### config.mk
export PLATFORM = sky130hd
export DESIGN_NAME = pareto_front_2d_filter_unit
export DESIGN_NICKNAME = d
export VERILOG_FILES = /design/src/rtl/pf2d_pkg.sv /design/src/rtl/pareto_front_2d_filter_unit.sv /design/src/rtl/pf2d_ram.sv /design/src/rtl/pf2d_ctrl.sv /design/src/rtl/pf2d_dp.sv
export SDC_FILE = /design/constraint.sdc
export NUM_CORES = 2
export LEC_CHECK = 0
export BUFFER_PORTS_ARGS = -buffer_cell sky130_fd_sc_hd__clkbuf_2
export CORE_MARGIN = 2
export CORE_UTILIZATION = 40
export CTS_BUF_LIST = sky130_fd_sc_hd__clkbuf_8
export CTS_CLUSTER_SIZE = 10
export DETAILED_ROUTE_END_ITERATION = 8
export MAX_ROUTING_LAYER = met4
export PLACE_DENSITY = 0.54
export REMOVE_ABC_BUFFERS = 1
export SLEW_MARGIN = 20
export SYNTH_ARGS = -nofsm -noshare
export SYNTH_HDL_FRONTEND = slang
export SYNTH_SLANG_ARGS = --single-unit
### constraint.sdc
create_clock -name i_clk -period 7.2 [get_ports i_clk]
set_input_delay 0.72 -clock i_clk [delete_from_list [all_inputs] [get_ports i_clk]]
set_output_delay 0.72 -clock i_clk [all_outputs]
set_load 0.005 [all_outputs]
### src/rtl/pf2d_pkg.sv
// Shared types, constants and controller/datapath interface structs for the Pareto front filter.
package pf2d_pkg;

    localparam int PT_W            = 32;  // one cost component
    localparam int CNT_W           = 7;   // entry count / set size
    localparam int OP_W            = 2;
    localparam int DEF_SET_CAPACITY = 64;
    localparam int MAX_SET_CAPACITY = 64;

    typedef enum logic [OP_W-1:0] {
        OP_CHECK  = 2'd0,
        OP_INSERT = 2'd1,
        OP_READ   = 2'd2,
        OP_CLEAR  = 2'd3
    } t_op;

    // what an outstanding RAM read is for
    typedef enum logic [1:0] {
        RK_SCAN = 2'd0,
        RK_PACK = 2'd1,
        RK_OUT  = 2'd2
    } t_rd_kind;

    typedef struct packed {
        logic     cap;        // latch the input transaction
        logic     start;      // clear result flags
        logic     idx_clr;    // rewind read and write pointers
        logic     rd;         // issue a RAM read at the read pointer
        t_rd_kind rd_kind;
        logic     set_ovf;
        logic     append;     // write the new point at the write pointer
        logic     clr_count;
        logic     resp_load;  // load the single status result
    } t_cmd;

    typedef struct packed {
        t_op  op;
        logic cnt_zero;
        logic full;
        logic rd_more;   // read pointer below entry count
        logic rd_ok;     // read data stage can take a new read
        logic pend;      // read data stage holds an entry
        logic dom;
        logic rem;
        logic out_free;
    } t_sts;

endpackage

### src/rtl/pareto_front_2d_filter_unit.sv
// Top level of the bounded two-cost Pareto front filter.
// One operation per input transaction on s_axis: opcode in s_axis_tuser (check,
// insert, readout, clear), the point (time, length) in s_axis_tdata. Results
// leave on m_axis: one status transaction for check, insert and clear, one per
// stored entry for readout (tuser marks a carried entry, tlast the final one),
// a single empty one if the set is empty.
// Sequence per operation, N stored entries: check reads the N entries from
// the RAM one a cycle, drains the read stage, leaves the scan, decides, loads
// the response and returns to idle; on an empty set it skips the scan. Insert
// runs the scan, an in-place compaction pass over the same RAM and the append;
// a refused insert takes as long as a check. Clear goes straight to the response.
// Readout streams the entries one a cycle while the receiver does not stall, a
// rate set by the single read port of the point store. One operation in
// flight: s_axis_tready is high while the sequencer is idle, even while the
// last result still waits in the output register.
// Reset (synchronous, active low) empties the set and drops any pending
// result; stored points are not cleared since entries past the count are
// never read. When the receiver stalls, the output register holds its
// transaction and readout pauses with one entry parked in the RAM read stage.
module pareto_front_2d_filter_unit #(
    parameter int SET_CAPACITY = pf2d_pkg::DEF_SET_CAPACITY
) (
    input  logic        i_clk,
    input  logic        i_rst_n,
    input  logic        s_axis_tvalid,
    output logic        s_axis_tready,
    input  logic [63:0] s_axis_tdata,   // [31:0] point_time, [63:32] point_length
    input  logic [1:0]  s_axis_tuser,   // [1:0] opcode
    output logic        m_axis_tvalid,
    input  logic        m_axis_tready,
    output logic [79:0] m_axis_tdata,   // [0] dominated, [1] inserted, [2] overflow,
                                        // [9:3] set_size, [41:10] entry_time,
                                        // [73:42] entry_length, [79:74] zero
    output logic        m_axis_tuser,   // [0] entry_valid
    output logic        m_axis_tlast    // last
);

    localparam int PT_W  = pf2d_pkg::PT_W;
    localparam int CNT_W = pf2d_pkg::CNT_W;

    pf2d_pkg::t_cmd w_cmd;
    pf2d_pkg::t_sts w_sts;
    pf2d_pkg::t_op  w_in_op;

    logic              w_dom;
    logic              w_ins;
    logic              w_ovf;
    logic [CNT_W-1:0]  w_size;
    logic [PT_W-1:0]   w_et;
    logic [PT_W-1:0]   w_el;

    assign w_in_op = pf2d_pkg::t_op'(s_axis_tuser);

    pf2d_ctrl u_ctrl (
        .i_clk      (i_clk),
        .i_rst_n    (i_rst_n),
        .i_in_valid (s_axis_tvalid),
        .i_in_op    (w_in_op),
        .i_sts      (w_sts),
        .o_in_ready (s_axis_tready),
        .o_cmd      (w_cmd)
    );

    pf2d_dp #(
        .SET_CAPACITY (SET_CAPACITY)
    ) u_dp (
        .i_clk          (i_clk),
        .i_rst_n        (i_rst_n),
        .i_cmd          (w_cmd),
        .o_sts          (w_sts),
        .i_in_op        (w_in_op),
        .i_in_time      (s_axis_tdata[PT_W-1:0]),
        .i_in_length    (s_axis_tdata[2*PT_W-1:PT_W]),
        .i_out_ready    (m_axis_tready),
        .o_out_valid    (m_axis_tvalid),
        .o_dominated    (w_dom),
        .o_inserted     (w_ins),
        .o_overflow     (w_ovf),
        .o_set_size     (w_size),
        .o_entry_valid  (m_axis_tuser),
        .o_entry_time   (w_et),
        .o_entry_length (w_el),
        .o_last         (m_axis_tlast)
    );

    // pack result fields, first field in the low bits
    assign m_axis_tdata = {6'b0, w_el, w_et, w_size, w_ovf, w_ins, w_dom};

    // the set never reports more entries than it can hold
    a_size_bound: assert property (@(posedge i_clk) disable iff (!i_rst_n)
        m_axis_tvalid |-> (m_axis_tdata[9:3] <= CNT_W'(SET_CAPACITY)))
        else $error("set_size exceeds capacity");

    // at most one of dominated / inserted / overflow per result
    a_flags_excl: assert property (@(posedge i_clk) disable iff (!i_rst_n)
        m_axis_tvalid |-> $onehot0(m_axis_tdata[2:0]))
        else $error("conflicting status flags");

    // only readout produces multi-transaction results
    a_nonlast_entry: assert property (@(posedge i_clk) disable iff (!i_rst_n)
        (m_axis_tvalid && !m_axis_tlast) |-> m_axis_tuser)
        else $error("non-final result without an entry");

    // one operation in flight: the cycle after an accept the input is closed
    a_one_in_flight: assert property (@(posedge i_clk) disable iff (!i_rst_n)
        (s_axis_tvalid && s_axis_tready) |=> !s_axis_tready)
        else $error("input accepted while an operation is in progress");

endmodule

### src/rtl/pf2d_ram.sv
// Generic simple dual-port RAM, one write port, one registered read port.
module pf2d_ram #(
    parameter int WIDTH = 64,
    parameter int DEPTH = 64,
    localparam int AW   = (DEPTH > 1) ? $clog2(DEPTH) : 1
) (
    input  logic             i_clk,
    input  logic             i_we,
    input  logic [AW-1:0]    i_waddr,
    input  logic [WIDTH-1:0] i_wdata,
    input  logic             i_re,
    input  logic [AW-1:0]    i_raddr,
    output logic [WIDTH-1:0] o_rdata
);

    logic [WIDTH-1:0] r_mem [DEPTH];
    logic [WIDTH-1:0] r_rdata;

    always_ff @(posedge i_clk) begin
        if (i_we) begin
            r_mem[i_waddr] <= i_wdata;
        end
        if (i_re) begin
            r_rdata <= r_mem[i_raddr];
        end
    end

    assign o_rdata = r_rdata;

endmodule

### src/rtl/pf2d_ctrl.sv
// Operation sequencer: scan, compaction, append, readout and response control.
module pf2d_ctrl (
    input  logic          i_clk,
    input  logic          i_rst_n,
    input  logic          i_in_valid,
    input  pf2d_pkg::t_op i_in_op,
    input  pf2d_pkg::t_sts i_sts,
    output logic          o_in_ready,
    output pf2d_pkg::t_cmd o_cmd
);

    typedef enum logic [2:0] {
        S_IDLE,
        S_SCAN,
        S_DECIDE,
        S_PACK,
        S_APPEND,
        S_READ,
        S_RESP
    } t_state;

    t_state r_state;
    t_state n_state;

    always_ff @(posedge i_clk) begin
        if (!i_rst_n) begin
            r_state <= S_IDLE;
        end else begin
            r_state <= n_state;
        end
    end

    always_comb begin
        n_state           = r_state;
        o_cmd             = '0;
        o_cmd.rd_kind     = pf2d_pkg::RK_SCAN;
        o_in_ready        = 1'b0;
        unique case (r_state)
            S_IDLE: begin
                o_in_ready = 1'b1;
                if (i_in_valid) begin
                    o_cmd.cap     = 1'b1;
                    o_cmd.start   = 1'b1;
                    o_cmd.idx_clr = 1'b1;
                    unique case (i_in_op)
                        pf2d_pkg::OP_CHECK,
                        pf2d_pkg::OP_INSERT: begin
                            n_state = i_sts.cnt_zero ? S_DECIDE : S_SCAN;
                        end
                        pf2d_pkg::OP_READ: begin
                            n_state = i_sts.cnt_zero ? S_RESP : S_READ;
                        end
                        pf2d_pkg::OP_CLEAR: begin
                            o_cmd.clr_count = 1'b1;
                            n_state         = S_RESP;
                        end
                        default: n_state = S_IDLE;
                    endcase
                end
            end
            S_SCAN: begin
                if (i_sts.rd_more) begin
                    o_cmd.rd      = 1'b1;
                    o_cmd.rd_kind = pf2d_pkg::RK_SCAN;
                end else if (!i_sts.pend) begin
                    n_state = S_DECIDE;
                end
            end
            S_DECIDE: begin
                priority if (i_sts.op == pf2d_pkg::OP_CHECK || i_sts.dom) begin
                    n_state = S_RESP;
                end else if (!i_sts.rem && i_sts.full) begin
                    o_cmd.set_ovf = 1'b1;
                    n_state       = S_RESP;
                end else begin
                    o_cmd.idx_clr = 1'b1;
                    n_state       = S_PACK;
                end
            end
            S_PACK: begin
                if (i_sts.rd_more) begin
                    o_cmd.rd      = 1'b1;
                    o_cmd.rd_kind = pf2d_pkg::RK_PACK;
                end else if (!i_sts.pend) begin
                    n_state = S_APPEND;
                end
            end
            S_APPEND: begin
                o_cmd.append = 1'b1;
                n_state      = S_RESP;
            end
            S_READ: begin
                if (i_sts.rd_more) begin
                    if (i_sts.rd_ok) begin
                        o_cmd.rd      = 1'b1;
                        o_cmd.rd_kind = pf2d_pkg::RK_OUT;
                    end
                end else if (!i_sts.pend) begin
                    n_state = S_IDLE;
                end
            end
            S_RESP: begin
                if (i_sts.out_free) begin
                    o_cmd.resp_load = 1'b1;
                    n_state         = S_IDLE;
                end
            end
            default: n_state = S_IDLE;
        endcase
    end

endmodule

### src/rtl/pf2d_dp.sv
// Datapath: point store, read pipeline, dominance compares, compaction and result register.
module pf2d_dp #(
    parameter int SET_CAPACITY = pf2d_pkg::DEF_SET_CAPACITY
) (
    input  logic                        i_clk,
    input  logic                        i_rst_n,
    input  pf2d_pkg::t_cmd              i_cmd,
    output pf2d_pkg::t_sts              o_sts,
    input  pf2d_pkg::t_op               i_in_op,
    input  logic [pf2d_pkg::PT_W-1:0]   i_in_time,
    input  logic [pf2d_pkg::PT_W-1:0]   i_in_length,
    input  logic                        i_out_ready,
    output logic                        o_out_valid,
    output logic                        o_dominated,
    output logic                        o_inserted,
    output logic                        o_overflow,
    output logic [pf2d_pkg::CNT_W-1:0]  o_set_size,
    output logic                        o_entry_valid,
    output logic [pf2d_pkg::PT_W-1:0]   o_entry_time,
    output logic [pf2d_pkg::PT_W-1:0]   o_entry_length,
    output logic                        o_last
);

    localparam int AW    = (SET_CAPACITY > 1) ? $clog2(SET_CAPACITY) : 1;
    localparam int PT_W  = pf2d_pkg::PT_W;
    localparam int CNT_W = pf2d_pkg::CNT_W;
    localparam logic [CNT_W-1:0] CAP = CNT_W'(SET_CAPACITY);

    pf2d_pkg::t_op      r_op;
    logic [PT_W-1:0]    r_pt_t;
    logic [PT_W-1:0]    r_pt_l;
    logic [CNT_W-1:0]   r_cnt;
    logic [CNT_W-1:0]   r_idx;
    logic [CNT_W-1:0]   r_k;
    logic               r_dom;
    logic               r_rem;
    logic               r_ins;
    logic               r_ovf;
    logic               r_rv;
    pf2d_pkg::t_rd_kind r_rk;
    logic               r_rlast;

    logic               r_o_valid;
    logic               r_o_dom;
    logic               r_o_ins;
    logic               r_o_ovf;
    logic [CNT_W-1:0]   r_o_size;
    logic               r_o_ev;
    logic [PT_W-1:0]    r_o_t;
    logic [PT_W-1:0]    r_o_l;
    logic               r_o_last;

    logic [2*PT_W-1:0]  w_rdata;
    logic [PT_W-1:0]    w_rt;
    logic [PT_W-1:0]    w_rl;
    logic               w_out_free;
    logic               w_consume;
    logic               w_cov_old;
    logic               w_cov_new;
    logic               w_pack_we;
    logic               w_app_we;
    logic               w_we;
    logic [2*PT_W-1:0]  w_wdata;

    pf2d_ram #(
        .WIDTH (2 * PT_W),
        .DEPTH (SET_CAPACITY)
    ) u_store (
        .i_clk   (i_clk),
        .i_we    (w_we),
        .i_waddr (r_k[AW-1:0]),
        .i_wdata (w_wdata),
        .i_re    (i_cmd.rd),
        .i_raddr (r_idx[AW-1:0]),
        .o_rdata (w_rdata)
    );

    assign w_rt       = w_rdata[PT_W-1:0];
    assign w_rl       = w_rdata[2*PT_W-1:PT_W];
    assign w_out_free = !r_o_valid || i_out_ready;
    assign w_consume  = r_rv && ((r_rk != pf2d_pkg::RK_OUT) || w_out_free);
    // stored point weakly dominates the new one, and the reverse
    assign w_cov_old  = (w_rt <= r_pt_t) && (w_rl <= r_pt_l);
    assign w_cov_new  = (r_pt_t <= w_rt) && (r_pt_l <= w_rl);
    assign w_pack_we  = w_consume && (r_rk == pf2d_pkg::RK_PACK) && !w_cov_new;
    assign w_app_we   = i_cmd.append && (r_k < CAP);
    assign w_we       = w_pack_we || w_app_we;
    assign w_wdata    = w_pack_we ? w_rdata : {r_pt_l, r_pt_t};

    always_ff @(posedge i_clk) begin
        if (!i_rst_n) begin
            r_rv      <= 1'b0;
            r_cnt     <= '0;
            r_o_valid <= 1'b0;
        end else begin
            if (i_cmd.rd) begin
                r_rv <= 1'b1;
            end else if (w_consume) begin
                r_rv <= 1'b0;
            end
            if (i_cmd.clr_count) begin
                r_cnt <= '0;
            end else if (i_cmd.append) begin
                r_cnt <= w_app_we ? r_k + CNT_W'(1) : r_k;
            end
            if (i_cmd.resp_load || (w_consume && r_rk == pf2d_pkg::RK_OUT)) begin
                r_o_valid <= 1'b1;
            end else if (i_out_ready) begin
                r_o_valid <= 1'b0;
            end
        end
    end

    always_ff @(posedge i_clk) begin
        if (i_cmd.cap) begin
            r_op   <= i_in_op;
            r_pt_t <= i_in_time;
            r_pt_l <= i_in_length;
        end
        if (i_cmd.rd) begin
            r_rk    <= i_cmd.rd_kind;
            r_rlast <= (r_idx == r_cnt - CNT_W'(1));
        end
        if (i_cmd.idx_clr) begin
            r_idx <= '0;
            r_k   <= '0;
        end else begin
            if (i_cmd.rd) begin
                r_idx <= r_idx + CNT_W'(1);
            end
            if (w_pack_we) begin
                r_k <= r_k + CNT_W'(1);
            end
        end
        if (i_cmd.start) begin
            r_dom <= 1'b0;
            r_rem <= 1'b0;
            r_ins <= 1'b0;
            r_ovf <= 1'b0;
        end else begin
            if (w_consume && r_rk == pf2d_pkg::RK_SCAN) begin
                r_dom <= r_dom | w_cov_old;
                r_rem <= r_rem | w_cov_new;
            end
            if (i_cmd.set_ovf) begin
                r_ovf <= 1'b1;
            end
            if (i_cmd.append) begin
                r_ins <= 1'b1;
            end
        end
        // result register
        if (i_cmd.resp_load) begin
            r_o_dom  <= r_dom;
            r_o_ins  <= r_ins;
            r_o_ovf  <= r_ovf;
            r_o_size <= r_cnt;
            r_o_ev   <= 1'b0;
            r_o_t    <= '0;
            r_o_l    <= '0;
            r_o_last <= 1'b1;
        end else if (w_consume && r_rk == pf2d_pkg::RK_OUT) begin
            r_o_dom  <= 1'b0;
            r_o_ins  <= 1'b0;
            r_o_ovf  <= 1'b0;
            r_o_size <= r_cnt;
            r_o_ev   <= 1'b1;
            r_o_t    <= w_rt;
            r_o_l    <= w_rl;
            r_o_last <= r_rlast;
        end
    end

    always_comb begin
        o_sts          = '0;
        o_sts.op       = r_op;
        o_sts.cnt_zero = (r_cnt == '0);
        o_sts.full     = (r_cnt >= CAP);
        o_sts.rd_more  = (r_idx < r_cnt);
        o_sts.rd_ok    = !r_rv || w_consume;
        o_sts.pend     = r_rv;
        o_sts.dom      = r_dom;
        o_sts.rem      = r_rem;
        o_sts.out_free = w_out_free;
    end

    assign o_out_valid    = r_o_valid;
    assign o_dominated    = r_o_dom;
    assign o_inserted     = r_o_ins;
    assign o_overflow     = r_o_ovf;
    assign o_set_size     = r_o_size;
    assign o_entry_valid  = r_o_ev;
    assign o_entry_time   = r_o_t;
    assign o_entry_length = r_o_l;
    assign o_last         = r_o_last;

endmodule

# After elaboration in Yosys (flattened, before gate mapping)
# Memories as Yosys holds them, arrays and structs flattened. A register that Yosys moved wholly into a read port is not among the register bits.
# Index checks and enable logic that the tools add are counted.
# Widths: inputs -> output; s select.
[word_totals]
ff_bits = 175
in_bits = 70
mem_count = 1
ramBits = 4096
wordCells = 136
output_inout_bits = 84
[classes]
n_reduce_logical = 30
bitwise = 3
addsub = 3
n_mux = 48
n_lt_le_gt_ge = 7
eq_ne = 21
[memory_table]
columns = ["memory", "words", "width", "read_ports", "rd_clocked_by_memory_dff", "write_ports", "line", "text"]
rows = [
  ["u_dp.u_store.r_mem", 64, 64, 1, 1, 1, "pf2d_ram.sv:16", "logic [WIDTH-1:0] r_mem [DEPTH];"],
]
[op_table]
columns = ["operator", "n"]
rows = [
  ["$le 32x32->1", 4],
  ["$mux 64", 1],
  ["$mux 3", 15],
  ["$mux 1", 22],
  ["$mux 7", 3],
  ["$pmux 3 s7", 1],
  ["$pmux 3 s3", 2],
  ["$ne 2x2->1 const B", 8],
  ["$add 7x1->7 const B", 2],
  ["$eq 3x3->1 const B", 3],
  ["$logic_and 1x1->1", 9],
  ["$reduce_and 8->1", 1],
  ["$eq 7x7->1", 1],
  ["$ge 7x7->1 const B", 1],
  ["$logic_not 7->1", 1],
  ["$lt 7x7->1", 1],
  ["$lt 7x7->1 const B", 1],
  ["$sub 7x1->7 const B", 1],
  ["$eq 2x2->1 const B", 3],
  ["$eq 3x2->1 const B", 2],
  ["$logic_not 2->1", 3],
  ["$logic_or 1x1->1", 6],
  ["$mux 2", 3],
  ["$reduce_bool 2->1", 3],
  ["9 further kinds", 15],
]

# Longest topological paths before layout
[logic_depth]
word_depth = 9
ltp_mapped = 13

# By module
# A second synthesis with hierarchy kept.
[hier_totals]
hier_cells = 7529
area_unflattened_um2 = 166216.9
[modules_own_cells]
columns = ["module", "instances", "cells_each", "area_each_um2"]
rows = [
  ["pf2d_ram", 1, 6598, 156989.3],
  ["pf2d_dp", 1, 868, 8789.7],
  ["pf2d_ctrl", 1, 53, 366.6],
  ["pareto_front_2d_filter_unit", 1, 10, 71.3],
]

# Worst setup path after synthesis
# No wires, ideal clock.
[synth_path]
path_kind = "reg-to-reg"
start = "register u_dp.u_store.r_rdata[46], in the netlist u_dp.u_store.o_rdata[46], read port of u_dp.u_store.r_mem"
end = "memory u_dp.u_store.r_mem[10][0], enable pin"
slack_ns = -0.361
stages_incl_launch_ff = 11
arrival_ns = 6.980
synth_period_minus_slack_ns = 7.561
setup_ns = 0.581
path_cell_list = "edfxtp_1 > ha_1 > a21oi_1 > nand2_1 > a221o_1 > o31a_1 > nor4_1 > o21ai_1 > buf_2 > buf_2 > a211oi_1"
[synth_between]
elab_chain_len = 7
[synth_lines]
columns = ["item", "line", "text"]
rows = [
  ["start: declaration", "pf2d_ram.sv:17", "logic [WIDTH-1:0] r_rdata;"],
  ["$le 32x32->1", "pf2d_dp.sv:84", "assign w_cov_new = (r_pt_t <= w_rt) && (r_pt_l <= w_rl);"],
  ["$logic_and 1x1->1", "pf2d_dp.sv:84", ""],
  ["$logic_not 1->1", "pf2d_dp.sv:85", "assign w_pack_we = w_consume && (r_rk == pf2d_pkg::RK_PACK) && !w_cov_new;"],
  ["$logic_and 1x1->1", "pf2d_dp.sv:85", ""],
  ["$logic_or 1x1->1", "pf2d_dp.sv:87", "assign w_we = w_pack_we || w_app_we;"],
  ["$mux 1", "pf2d_ram.sv:20", "if (i_we) begin"],
  ["$mux 1 (not written as such)", "pf2d_ram.sv:21", "r_mem[i_waddr] <= i_wdata;"],
  ["end: declaration", "pf2d_ram.sv:16", ""],
]
# Every way passes these cells.

# Worst setup path after layout
[layout_path]
start = "register u_dp.u_store.r_rdata[43], in the netlist u_dp.u_store.o_rdata[43], read port of u_dp.u_store.r_mem"
end = "memory u_dp.u_store.r_mem[7][28] (data pin)"
[layout_between]
elab_chain_len = 5
[layout_lines]
columns = ["item", "line", "text"]
rows = [
  ["$le 32x32->1", "pf2d_dp.sv:84", ""],
  ["$logic_and 1x1->1", "pf2d_dp.sv:84", ""],
  ["$logic_not 1->1", "pf2d_dp.sv:85", ""],
  ["$logic_and 1x1->1", "pf2d_dp.sv:85", ""],
  ["$mux 64", "pf2d_dp.sv:88", "assign w_wdata = w_pack_we ? w_rdata : {r_pt_l, r_pt_t};"],
  ["named net u_dp.u_store.i_wdata[28]", "pf2d_ram.sv:10", "input logic [WIDTH-1:0] i_wdata,"],
]
# The timed path passes the listed nets, and every way through them passes these cells.

==> run metrics <==
synthesized instance count=~6800; GRT Overall Usage=0.237; Peak supply drop=~0.27 mV; input/output buffers=147; pins over their slew limit=0; worst-path cell with the longest stage delay=mux2_1; worst min-delay path class=in -> reg; critical path capture point type=register; aggregate global routing overflow=0; run status=finished, final reports clean; area of the die=approximately 0.42 mm2; pin count of the biggest net entering global routing=approximately 120; fraction of final layout cells with drive strength greater than 1=0.330; Sum Neg Setup Slack=0 ns; count of routing violations after the opening detailed-route iteration=between 10000 and 15000; first-pass GRT wire length=667000 um; CP arrival=between 6 and 7 ns; max-cap viol count=0; critical path type=reg -> reg; number of flip-flops and latches in the synthesized netlist=4335; power density over the cells=~330 mW/mm2; clock network latency to the later pin of the worst-skew pair=roughly 1.2 ns; leakage power summed over all cells=about 58 nW; met2 wire length=roughly 230000 um; Top Metal Used=met4; cell at the root of the clock tree=clkbuf_8; Final period util=0.784; # Post-CTS Setup Buffers=0; antenna violations before repair=58; per-cell routed wire length=around 36 um; fraction of the yosys area taken by sequential cells=0.777; core area=0.413 mm2; stage delay of the slowest cell on the critical path=0.94 ns; HPWL after detailed placement=about 270000 um; clock tree from TritonCTS=done; met1 layer wirelength in the final routing=200000 um; setup repair after global routing missed its margin=false; die height=around 650 um; # clock sinks=around 4300; width of the die=649 um; most frequently used flop master after synthesis=edfxtp_1; level count of the clock H-tree=6; vias after detailed routing=80100; number of distinct library cells after synthesis=between 50 and 60; Worst Max-Slew Pin Slew=about 1.2 ns; placer's final routability congestion estimate=0.822; synthesis-to-finish area growth=14.1%; worst-case clock skew=around 0.09 ns; Hold Vio Cnt, Final=0; critical-path maximum fanout=70; number of synthesized flops with an enable pin=4239; maximum clock frequency=around 180 MHz; # IOs=between 150 and 200; most common library cell in the layout ignoring fill and taps=edfxtp_1; most frequent cells in the layout=edfxtp_1, mux4_2, clkbuf_8; cell chain of the critical path=ha_1, nand4_1, nor4_2, a21boi_0, o31a_1, nor4_1, o21ai_4, buf_12, mux2_1, buf_4; CTS max path bufs=4; synthesized cell area=roughly 0.17 mm2; number of warning messages in the yosys log=0; Placement Rows=~240; Final setup violation count=0; relative slew slack=0.218; Hold WS=~0.28 ns; startpoint kind of the worst setup timing path=register; Reg clk slew, reported paths=0.06 ns; Routed met3 length=between 40000 and 50000 um; via count of the first global-routing pass=81100; syn_area_per_cell=24.3 um2; Initial Util=0.402; overall routed net length=a little under 500000 um; DRC violation count after routing=0; FFs w/ async S/R, synth=0; clock period minus final worst setup slack=~5.6 ns; WP data required=8.18 ns; CTS buffer count=just over 700; post-cts gate resize count=0; Fillers=roughly 34000; Initial DRT Pass Iterations=5; antenna-violating nets left=0; number of nets in the layout=roughly 7800; drt via density=5.83
==> sequential cells by signal, summed over array words and instances (netlist names), 2 cells and up <==
name,count
u_dp.u_store.r_mem,4096
u_dp.r_rk,2
u_dp.o_entry_time,32
u_dp.r_pt_l,32
u_dp.o_entry_length,32
u_dp.r_idx,7
u_dp.r_op,2
u_dp.r_cnt,7
u_dp.r_k,7
u_dp.r_pt_t,32
u_ctrl.r_state,3
u_dp.u_store.o_rdata,64
u_dp.o_set_size,7
==> cells by family (layout without fill, tap and decap cells) <==
| group | after synthesis | after routing | share of synthesized area |
|---|---|---|---|
| buf+inv | 451 | 1849 | 0.0117 |
| mux | 1417 | 1417 | 0.187 |
| flops | 4335 | 4335 | 0.777 |
| other cells | 1 | 47 | 0.0000226 |
| simple gates | 316 | 316 | 0.00879 |
| fa+ha+maj | 74 | 74 | 0.00557 |
| xor+xnor | 18 | 18 | 0.000949 |
| compound gates | 221 | 221 | 0.00848 |
==> metrics by stage <==
stage | setup slack (ns) | power, mW | instances | instance area [um2] | utilization
3_5_place_dp | 1.31 | 43.7 | 12400 | 176000 | 0.425
3_3_place_gp | 1.12 | 43.5 | 12400 | 176000 | 0.425
4_1_cts | 1.26 | 63.8 | 13700 | 189000 | 0.458
5_1_grt | 1.41 | 65.6 | 13700 | 190000 | 0.459
2_1_floorplan | -36.83 | 39.9 | 6465 | 165000 | -
6_report | 1.56 | 63.2 | 13800 | 190000 | 0.459
==> worst max-delay path, delay by kind of cell, from the launching register on <==
kind | cells | cell delay (ns)
simple gates | 3 | 1.24
buf+inv | 2 | 1.02
compound gates | 3 | 1.30
fa+ha+maj | 1 | 0.34
flops | 1 | 0.42
mux | 1 | 0.94
==> repair_timing <==
| item | in CTS | in global routing |
|---|---|---|
| hold buffers | 68 | 0 |
| endpoints found under the hold margin | 75 | 0 |
| setup endpoints to repair | 0 | 0 |
==> cell type report <==
type                    count  area [um2]  area share
diodes                     41         103    0.000541
clock buffers             744       10200      0.0540
clock inverters           541        2920      0.0154
inverters                  78         298     0.00157
multi-input cells        2052       35900       0.190
flip-flops and latches   4335      129000       0.682
well taps                5474        6850      0.0361
repair buffers            486        4010      0.0212
==> Yosys cell counts, types with 7 or more instances <==
master	count	area [um2]
a211oi_1	72	541
a21oi_1	101	505
buf_1	41	154
buf_2	111	556
buf_4	9	67.6
buf_6	11	124
clkbuf_1	201	754
dfxtp_1	96	1920
edfxtp_1	4239	127000
ha_1	74	926
inv_1	78	293
mux2_1	56	631
mux2_2	8	90.1
mux2i_1	9	90.1
mux4_2	1344	30300
nand2_1	173	649
nand2b_1	11	68.8
nand3_1	13	65.1
nand3b_1	7	52.6
nand4_1	18	113
nor2_1	38	143
nor2b_1	14	87.6
nor3_1	12	60.1
o21ai_0	18	90.1
xnor2_1	14	123
==> per-layer routing <==
metal,up-vias,track usage
met4,0,0.0627
met2,3791,0.366
li1,31300,-
met1,44400,0.325
met5,-,-
met3,672,0.0486
==> report_power, final <==
part	leakage (nW)	total [mW]	internal, mW	switching, mW
Sequential	38.9	30.2	29.8	0.416
Combinational	11.4	12.8	5.46	7.33
Clock	7.65	20.2	10.2	9.97
==> worst paths after layout <==
path | start | end | slack (ns) | depth (start not counted)
worst max register to register | u_dp.u_store.o_rdata[43] | u_dp.u_store.r_mem[7][28] | 1.56 | 10
worst max-delay path | u_dp.u_store.o_rdata[43] | u_dp.u_store.r_mem[7][28] | 1.56 | 10
worst min register to register | u_dp.o_entry_length[13] | u_dp.o_entry_length[13] | 0.45 | 2
worst min-delay path | s_axis_tuser[0] | u_dp.r_op[0] | 0.28 | 2
No activity file was read; power rests on OpenSTA's default activity.
